### src/pbacc_pkg.sv
package pbacc_pkg;

  // default number of entries per image
  localparam int ENTRIES_DEF = 4;

  // packed length register layout
  localparam int LEN_W = 8;
  localparam int PACKED = 4;
  localparam int PACKED_IDX_W = 2;
  localparam int LENGTHS_W = LEN_W * PACKED;

  // entry count register and walk counter (counts up to PACKED)
  localparam int COUNT_W = 3;

  // bit number and stored value widths
  localparam int BIT_W = 8;
  localparam int VALUE_W = 64;
  localparam int VALUE_IDX_W = 6;

  // configuration port
  localparam int CFG_INDEX_W = 2;
  localparam int CFG_DATA_W = 32;
  localparam logic [CFG_INDEX_W-1:0] REG_INPUT_LENGTHS = 2'd0;
  localparam logic [CFG_INDEX_W-1:0] REG_OUTPUT_LENGTHS = 2'd1;
  localparam logic [CFG_INDEX_W-1:0] REG_INPUT_COUNT = 2'd2;
  localparam logic [CFG_INDEX_W-1:0] REG_OUTPUT_COUNT = 2'd3;

  // request commands
  typedef enum logic [1:0] {
    CMD_READ  = 2'd0,
    CMD_WRITE = 2'd1,
    CMD_LOAD  = 2'd2,
    CMD_NONE  = 2'd3
  } cmd_t;

  // status codes
  localparam logic [1:0] ST_GOOD = 2'd0;
  localparam logic [1:0] ST_OBJECT = 2'd1;
  localparam logic [1:0] ST_LENGTH = 2'd2;

  // result of one entry walk
  typedef struct packed {
    logic               done;
    logic               found;
    logic [COUNT_W-1:0] entry;
    logic [BIT_W-1:0]   pos;
  } locate_t;

endpackage

### src/pbacc_locate.sv
module pbacc_locate #(
  parameter int ENTRIES = pbacc_pkg::ENTRIES_DEF
) (
  input  logic                           clk,
  input  logic                           rst,
  input  logic                           start,
  input  logic [pbacc_pkg::LENGTHS_W-1:0] lengths,
  input  logic [pbacc_pkg::COUNT_W-1:0]   count,
  input  logic [pbacc_pkg::BIT_W-1:0]     bit_number,
  output pbacc_pkg::locate_t              res
);
  import pbacc_pkg::*;

  localparam int LIMIT = (ENTRIES < PACKED) ? ENTRIES : PACKED;

  logic               busy;
  logic [COUNT_W-1:0] idx;
  logic [BIT_W-1:0]   rest;
  logic [COUNT_W-1:0] usable;
  logic [LEN_W-1:0]   len;

  // entries in use, saturated at what storage and the register hold
  assign usable = (count > COUNT_W'(LIMIT)) ? COUNT_W'(LIMIT) : count;

  // length of the entry under examination
  assign len = lengths[idx[PACKED_IDX_W-1:0] * LEN_W +: LEN_W];

  // one entry per cycle through a single compare and subtract
  always_ff @(posedge clk) begin
    if (rst) begin
      busy     <= 1'b0;
      res.done <= 1'b0;
    end else begin
      res.done <= busy && !start && ((idx >= usable) || (rest < len));
      if (start) begin
        busy <= 1'b1;
        idx  <= '0;
        rest <= bit_number;
      end else if (busy) begin
        if (idx >= usable) begin
          busy      <= 1'b0;
          res.found <= 1'b0;
        end else if (rest < len) begin
          busy      <= 1'b0;
          res.found <= 1'b1;
          res.entry <= idx;
          res.pos   <= rest;
        end else begin
          rest <= rest - len;
          idx  <= idx + COUNT_W'(1);
        end
      end
    end
  end

endmodule

### src/process_image_bit_access_core.sv
// Bit-addressed access to an input and an output process image of ENTRIES
// 64-bit entries each, with per-entry bit lengths set through the write port.
// A read or write request locates its bit by walking the entries one per
// cycle through a single compare-and-subtract unit; loads, unused commands
// and object number errors skip the walk. One request is in work at a time;
// a new one is taken as soon as the previous one has reached the output
// register, even while that result still waits to be taken.
module process_image_bit_access_core #(
  parameter int ENTRIES = pbacc_pkg::ENTRIES_DEF
) (
  input  logic                              clk,
  input  logic                              rst,
  // configuration write port
  input  logic                              cfg_write,
  input  logic [pbacc_pkg::CFG_INDEX_W-1:0] cfg_index,
  input  logic [pbacc_pkg::CFG_DATA_W-1:0]  cfg_data,
  // request channel
  input  logic                              in_valid,
  output logic                              in_ready,
  input  logic [1:0]                        cmd,
  input  logic                              image_select,
  input  logic [1:0]                        object_number,
  input  logic [pbacc_pkg::BIT_W-1:0]       bit_number,
  input  logic                              bit_value,
  input  logic [1:0]                        entry_select,
  input  logic [pbacc_pkg::VALUE_W-1:0]     entry_value,
  // result channel
  output logic                              out_valid,
  input  logic                              out_ready,
  output logic                              read_bit,
  output logic [1:0]                        status
);
  import pbacc_pkg::*;

  localparam int EW = (ENTRIES > 1) ? $clog2(ENTRIES) : 1;

  typedef enum logic [1:0] {
    S_IDLE,
    S_WALK,
    S_FINISH
  } state_t;

  state_t state;

  // configuration registers
  logic [LENGTHS_W-1:0] input_lengths;
  logic [LENGTHS_W-1:0] output_lengths;
  logic [COUNT_W-1:0]   input_entry_count;
  logic [COUNT_W-1:0]   output_entry_count;

  // process images
  logic [VALUE_W-1:0] input_values [ENTRIES];
  logic [VALUE_W-1:0] output_values [ENTRIES];

  // latched request
  cmd_t               cmd_q;
  logic               to_output;
  logic               bit_value_q;
  logic [1:0]         entry_select_q;
  logic [VALUE_W-1:0] entry_value_q;
  logic               found_q;
  logic [EW-1:0]      entry_q;
  logic [BIT_W-1:0]   pos_q;
  logic [1:0]         status_q;

  logic     in_fire;
  logic     bit_cmd;
  logic     walk_start;
  logic     out_free;
  logic     pos_in_range;
  logic     load_ok;
  logic     read_value;
  locate_t  loc;

  assign in_ready   = (state == S_IDLE);
  assign in_fire    = in_valid && in_ready;
  assign bit_cmd    = (cmd == CMD_READ) || (cmd == CMD_WRITE);
  assign walk_start = in_fire && bit_cmd && (object_number == 2'd0);
  assign out_free   = !out_valid || out_ready;

  // bit positions of 64 and above inside an entry read zero and are not written
  assign pos_in_range = (pos_q[BIT_W-1:VALUE_IDX_W] == '0);
  assign load_ok      = (32'(entry_select_q) < ENTRIES);

  // addressed bit of the selected image
  always_comb begin
    if (to_output) begin
      read_value = output_values[entry_q][pos_q[VALUE_IDX_W-1:0]];
    end else begin
      read_value = input_values[entry_q][pos_q[VALUE_IDX_W-1:0]];
    end
  end

  // entry walk
  pbacc_locate #(
    .ENTRIES(ENTRIES)
  ) u_locate (
    .clk        (clk),
    .rst        (rst),
    .start      (walk_start),
    .lengths    (to_output ? output_lengths : input_lengths),
    .count      (to_output ? output_entry_count : input_entry_count),
    .bit_number (bit_number),
    .res        (loc)
  );

  // configuration writes
  always_ff @(posedge clk) begin
    if (rst) begin
      input_lengths      <= LENGTHS_W'(8);
      output_lengths     <= LENGTHS_W'(8);
      input_entry_count  <= COUNT_W'(1);
      output_entry_count <= COUNT_W'(1);
    end else if (cfg_write) begin
      unique case (cfg_index)
        REG_INPUT_LENGTHS:  input_lengths      <= cfg_data;
        REG_OUTPUT_LENGTHS: output_lengths     <= cfg_data;
        REG_INPUT_COUNT:    input_entry_count  <= cfg_data[COUNT_W-1:0];
        REG_OUTPUT_COUNT:   output_entry_count <= cfg_data[COUNT_W-1:0];
        default: ;
      endcase
    end
  end

  // sequencer, images and result register
  always_ff @(posedge clk) begin
    if (rst) begin
      state     <= S_IDLE;
      out_valid <= 1'b0;
      for (int i = 0; i < ENTRIES; i++) begin
        input_values[i]  <= '0;
        output_values[i] <= '0;
      end
    end else begin
      if (out_valid && out_ready && (state != S_FINISH)) begin
        out_valid <= 1'b0;
      end
      unique case (state)
        S_IDLE: begin
          if (in_fire) begin
            cmd_q          <= cmd_t'(cmd);
            to_output      <= (cmd == CMD_WRITE) || image_select;
            bit_value_q    <= bit_value;
            entry_select_q <= entry_select;
            entry_value_q  <= entry_value;
            found_q        <= 1'b0;
            if (walk_start) begin
              state <= S_WALK;
            end else begin
              status_q <= bit_cmd ? ST_OBJECT : ST_GOOD;
              state    <= S_FINISH;
            end
          end
        end
        S_WALK: begin
          if (loc.done) begin
            found_q  <= loc.found;
            entry_q  <= EW'(loc.entry);
            pos_q    <= loc.pos;
            status_q <= loc.found ? ST_GOOD : ST_LENGTH;
            state    <= S_FINISH;
          end
        end
        S_FINISH: begin
          if (out_free) begin
            out_valid <= 1'b1;
            status    <= status_q;
            read_bit  <= (cmd_q == CMD_READ) && found_q && pos_in_range && read_value;
            if (cmd_q == CMD_WRITE && found_q && pos_in_range) begin
              output_values[entry_q][pos_q[VALUE_IDX_W-1:0]] <= bit_value_q;
            end
            if (cmd_q == CMD_LOAD && load_ok) begin
              input_values[EW'(entry_select_q)] <= entry_value_q;
            end
            state <= S_IDLE;
          end
        end
        default: state <= S_IDLE;
      endcase
    end
  end

endmodule

### config.mk
export PLATFORM = sky130hd
export DESIGN_NAME = process_image_bit_access_core
export DESIGN_NICKNAME = d
export VERILOG_FILES = /design/src/pbacc_pkg.sv /design/src/pbacc_locate.sv /design/src/process_image_bit_access_core.sv
export SDC_FILE = /design/constraint.sdc
export NUM_CORES = 1
export LEC_CHECK = 0
export ABC_AREA = 1
export BUFFER_PORTS_ARGS = -buffer_cell sky130_fd_sc_hd__buf_2
export CORE_MARGIN = 2
export CORE_UTILIZATION = 62
export DETAILED_ROUTE_END_ITERATION = 16
export HOLD_SLACK_MARGIN = 0.1
export PLACE_DENSITY = 0.76
export SLEW_MARGIN = 10
export SYNTH_ARGS = -nofsm -noshare
export SYNTH_HDL_FRONTEND = slang
export SYNTH_SLANG_ARGS = --single-unit
### constraint.sdc
create_clock -name clk -period 8.7 [get_ports clk]
set_input_delay 1.74 -clock clk [delete_from_list [all_inputs] [get_ports clk]]
set_output_delay 1.74 -clock clk [all_outputs]
set_load 0.1 [all_outputs]
==> impl_metrics.csv <==
group,metric,value,unit
route,wl_met2,37860,um
cells_and_area,drive_above_1_share,9.738,%
setup_path,r2r-start,"to_output",
route,drtIter0Drc,2873,
synth,avgSynthCellArea,8.696,um2
placement,place_congestion,0.8064,
hold_path,min_from,"status_q[0]",
cells_and_area,diodes,0,
grt,antenna_found_initial,0,
synth,synth_top_area_share,55.93,%
cts,clk_latency,0.63,ns
sta,slew_violations,0,
cts,cts_max_level,3,
placement,dp_slack,3.352,ns
synth,synth-seq-cells,697,
route,postRouteAntennaNets,0,
setup_path,reg2reg_to,"u_locate.rest[5]",
sta,fmax,212.5,MHz
synth,synth_top_family_by_area,"simple AND/OR/NAND/NOR gates",
synth,synth-xor-area-share,0.1316,%
sta,slew_headroom,25.42,%
cts,hold_buffers,0,
synth,synth.yosys.warnings,0,
setup_path,reg2reg_depth,20,
cts,root_buffer,"clkbuf_16",
sta,fin_ws,3.994,ns
setup_path,crit_type,"input pin to flop",
placement,io_buffer_count,123,
hold_path,hold_path_depth,0,
route,wirelength,80390,um
cells_and_area,area_growth_syn_to_layout,10.05,%
cells_and_area,fillers,4071,
route,wl_met3,6851,um
sta,hold_viol,0,
synth,syn_inst,3828,
hold_path,hp-class,"flop to flop",
placement,hpwl,42890,um
synth,syn_area,33290,um2
route,drcViolationCount,0,
sta,tns,0,ns
synth,ys_seq_area_share,60.56,%
run_status,run_status,"completed",
setup_path,critPathCaptureType,"flop",
synth,synth_nets,3960,
synth,synth_mux_area_share,0.06766,%
floorplanning,core_area,52870,um2
floorplanning,std_cell_rows,84,
setup_path,crit_slowest_cell,"nand2_4",
synth,synth_compound_area_share,6.894,%
cts,cts_setup_buffers,0,
synth,synthAdderAreaFrac,0.5112,%
synth,netlist.top_cell.by_area,"edfxtp_1",
floorplanning,die_w,235.7,um
hold_path,min_to,"status[0]",
sta,clock_skew,0.02372,ns
cells_and_area,fin_nets,3965,
synth,async_flop_share,0,%
setup_path,critPathMaxFanout,68,
route,wl_met1,32770,um
floorplanning,dieArea,55560,um2
setup_path,crit_top_cell,"nor2_1",
power_and_ir_drop,p_leak,15.85,nW
cts,cts_resized,0,
synth,synth_edf_count,620,
synth,synthTopCellsByArea,"edfxtp_1, nand2_1, nor2_1",
cts,cts_buffers,72,
floorplanning,die_y,235.7,um
sta,post-route-min-period,4.706,ns
setup_path,critPathLaunchType,"input pin",
grt,overflow,0,
grt,grt_max_degree,154,
route,dr.max_layer_used,"met4",
route,num_vias,25550,
run,maxCapViolCount,0,
setup_path,r2r_setup_slack,4.34,ns
cts,clk_pin_slew,0.06,ns
setup_path,cpPeakStageDelay,0.75,ns
sta,timing.final.crit_share,54.09,%
setup_path,critPathRequiredTime,8.83,ns
cts,cts_tree,"built",
power_and_ir_drop,power_density,198.1,nW/um2
setup_path,arrival,4.83,ns
cts,cts_buffer_depth,3,
route,wire_per_inst,17.55,um
cts,cts_num_sinks,697,
synth,synth_flop_cell,"edfxtp_1",
synth,synth-simple-area-share,25.29,%
route,firstDrtPassIters,6,
setup_path,crit_path_cell_trace,"buf_2, nor2_1, inv_1, nand3_1, nor2_1, inv_2, buf_4, nor2_1, nand2_2, buf_4, nand2_4",
floorplanning,start_util,62.97,%
sta,rsz0062_at_grt,"false",
power_and_ir_drop,vdd_ir_drop_max,0.0002076,V
floorplanning,num_io_pins,124,
sta,finalSetupViolCount,0,
sta,tightest_slew,1.112,ns
grt,grtUsageTotal,28.83,%
route,routed_via_density,5.578,
grt,grt_pass1_wl,126200,um
synth,synthDistinctLibCells,40,
grt,grt_pass1_vias,24120,
==> cell type report <==
cell class / count / area [um2] / share of cell area, %
Clock buffer: 87 / 1911 / 5.216
Clock inverter: 46 / 503.0 / 1.373
Tap cell: 688 / 860.8 / 2.350
Inverter: 319 / 1214 / 3.313
Sequential cell: 697 / 20170 / 55.05
Timing Repair Buffer: 160 / 905.9 / 2.473
Multi-Input combinational cell: 2583 / 11070 / 30.22
==> power breakdown <==
group	switching (mW)	leakage [nW]	internal (mW)	total (mW)
clock network	1.30	1.17	1.85	3.14
logic	0.222	7.78	0.0932	0.315
registers	0.0378	6.90	3.76	3.80
total	1.56	15.9	5.70	7.26
==> how the worst max path moves through the flow <==
| stage | startpoint | endpoint | slack, ns |
|---|---|---|---|
| global placement | out_ready | input_values[1][17] | 3.36 |
| floorplan | out_ready | input_values[3][0] | 1.68 |
| finish | out_ready | input_values[0][59] | 3.99 |
| global route | out_ready | input_values[0][59] | 3.71 |
| detailed placement | out_ready | input_values[0][17] | 3.35 |
| CTS | out_ready | input_values[0][11] | 3.98 |
==> cells in the final DEF (no fill, tap or decap), types with 3 or more instances in the layout <==
cell type      n
clkinvlp_4     3
o221ai_1       6
buf_2        123
nor3_1        16
xnor2_1        3
nor2_4         5
nor3_4         7
edfxtp_1     620
dfxtp_1       75
a21boi_0       3
buf_4         36
nor2_1       828
nand2_2        3
nand3_1       71
a31oi_1        4
inv_1        307
clkinv_1      17
clkinv_8       4
bufinv_16      9
clkbuf_1      12
clkinv_2      13
ha_1          12
o21ai_2       63
o21ai_0      268
clkbuf_16     74
a21oi_1       11
inv_6          3
o22ai_1       33
nand2_4       13
nand2_1     1215
inv_2          6
==> cell usage after synthesis, types with 2 or more instances <==
cell type and count:
o211ai_1 2, o221ai_1 6, nor2_1 830, clkinv_1 3, inv_2 6, xor2_1 2, dfxtp_1 77, nor3b_1 2
mux2_2 2, o22ai_1 33, nor2_2 2, a21boi_0 3, buf_1 16, inv_1 310, nor2_4 3, ha_1 12
buf_2 61, o21ai_2 63, nand2_4 9, xnor2_1 3, clkbuf_1 141, a31oi_1 4, nand3_1 72, nor3_1 17
edfxtp_1 620, nand2_1 1221, o21ai_0 269, nor3_2 8, buf_4 10, a21oi_1 11
==> registers in the layout, summed over array words and instances (netlist names), 2 cells and up, named ones only <==
signal              count
entry_q                 2
output_entry_count      3
u_locate.res           12
input_lengths          32
state                   2
u_locate.idx            3
u_locate.rest           8
entry_value_q          64
status                  2
entry_select_q          2
cmd_q                   2
output_lengths         32
status_q                2
input_entry_count       3
output_values         256
pos_q                   8
input_values          256
==> critical path, delay by kind of cell <==
kind                   cells  cell delay (ns)
buffers and inverters      5             1.52
AND/OR/NAND/NOR            6             1.44
==> per-stage QoR <==
| stage | std cells | utilization, % | instance area (um2) | hold slack, ns | power [mW] |
|---|---|---|---|---|---|
| after floorplan | 3828 | - | 33290 | 0.4003 | 4.075 |
| after global placement | 4447 | 64.73 | 34220 | 0.4021 | 4.165 |
| after detailed placement | 4447 | 64.73 | 34220 | 0.4045 | 4.177 |
| after CTS | 4580 | 69.29 | 36630 | 0.4169 | 7.273 |
| after global routing | 4580 | 69.29 | 36630 | 0.4242 | 7.454 |
| final | 4580 | 69.29 | 36630 | 0.4170 | 7.256 |
==> cell families after synthesis <==
group | after synthesis
AO/OA/AOI/OAI | 394
XOR/XNOR | 5
adder cells (fa/ha/maj) | 13
buffers and inverters | 548
flip-flops | 697
multiplexers | 2
AND/OR/NAND/NOR | 2169
==> metal layers <==
| layer | up-vias | global-route usage (%) |
|---|---|---|
| li1 | 12280 | - |
| met1 | 11950 | 38.65 |
| met2 | 1111 | 46.88 |
| met3 | 207 | 5.359 |
| met4 | 0 | 11.48 |
| met5 | - | 0 |
No activity file was read; power rests on OpenSTA's default activity.
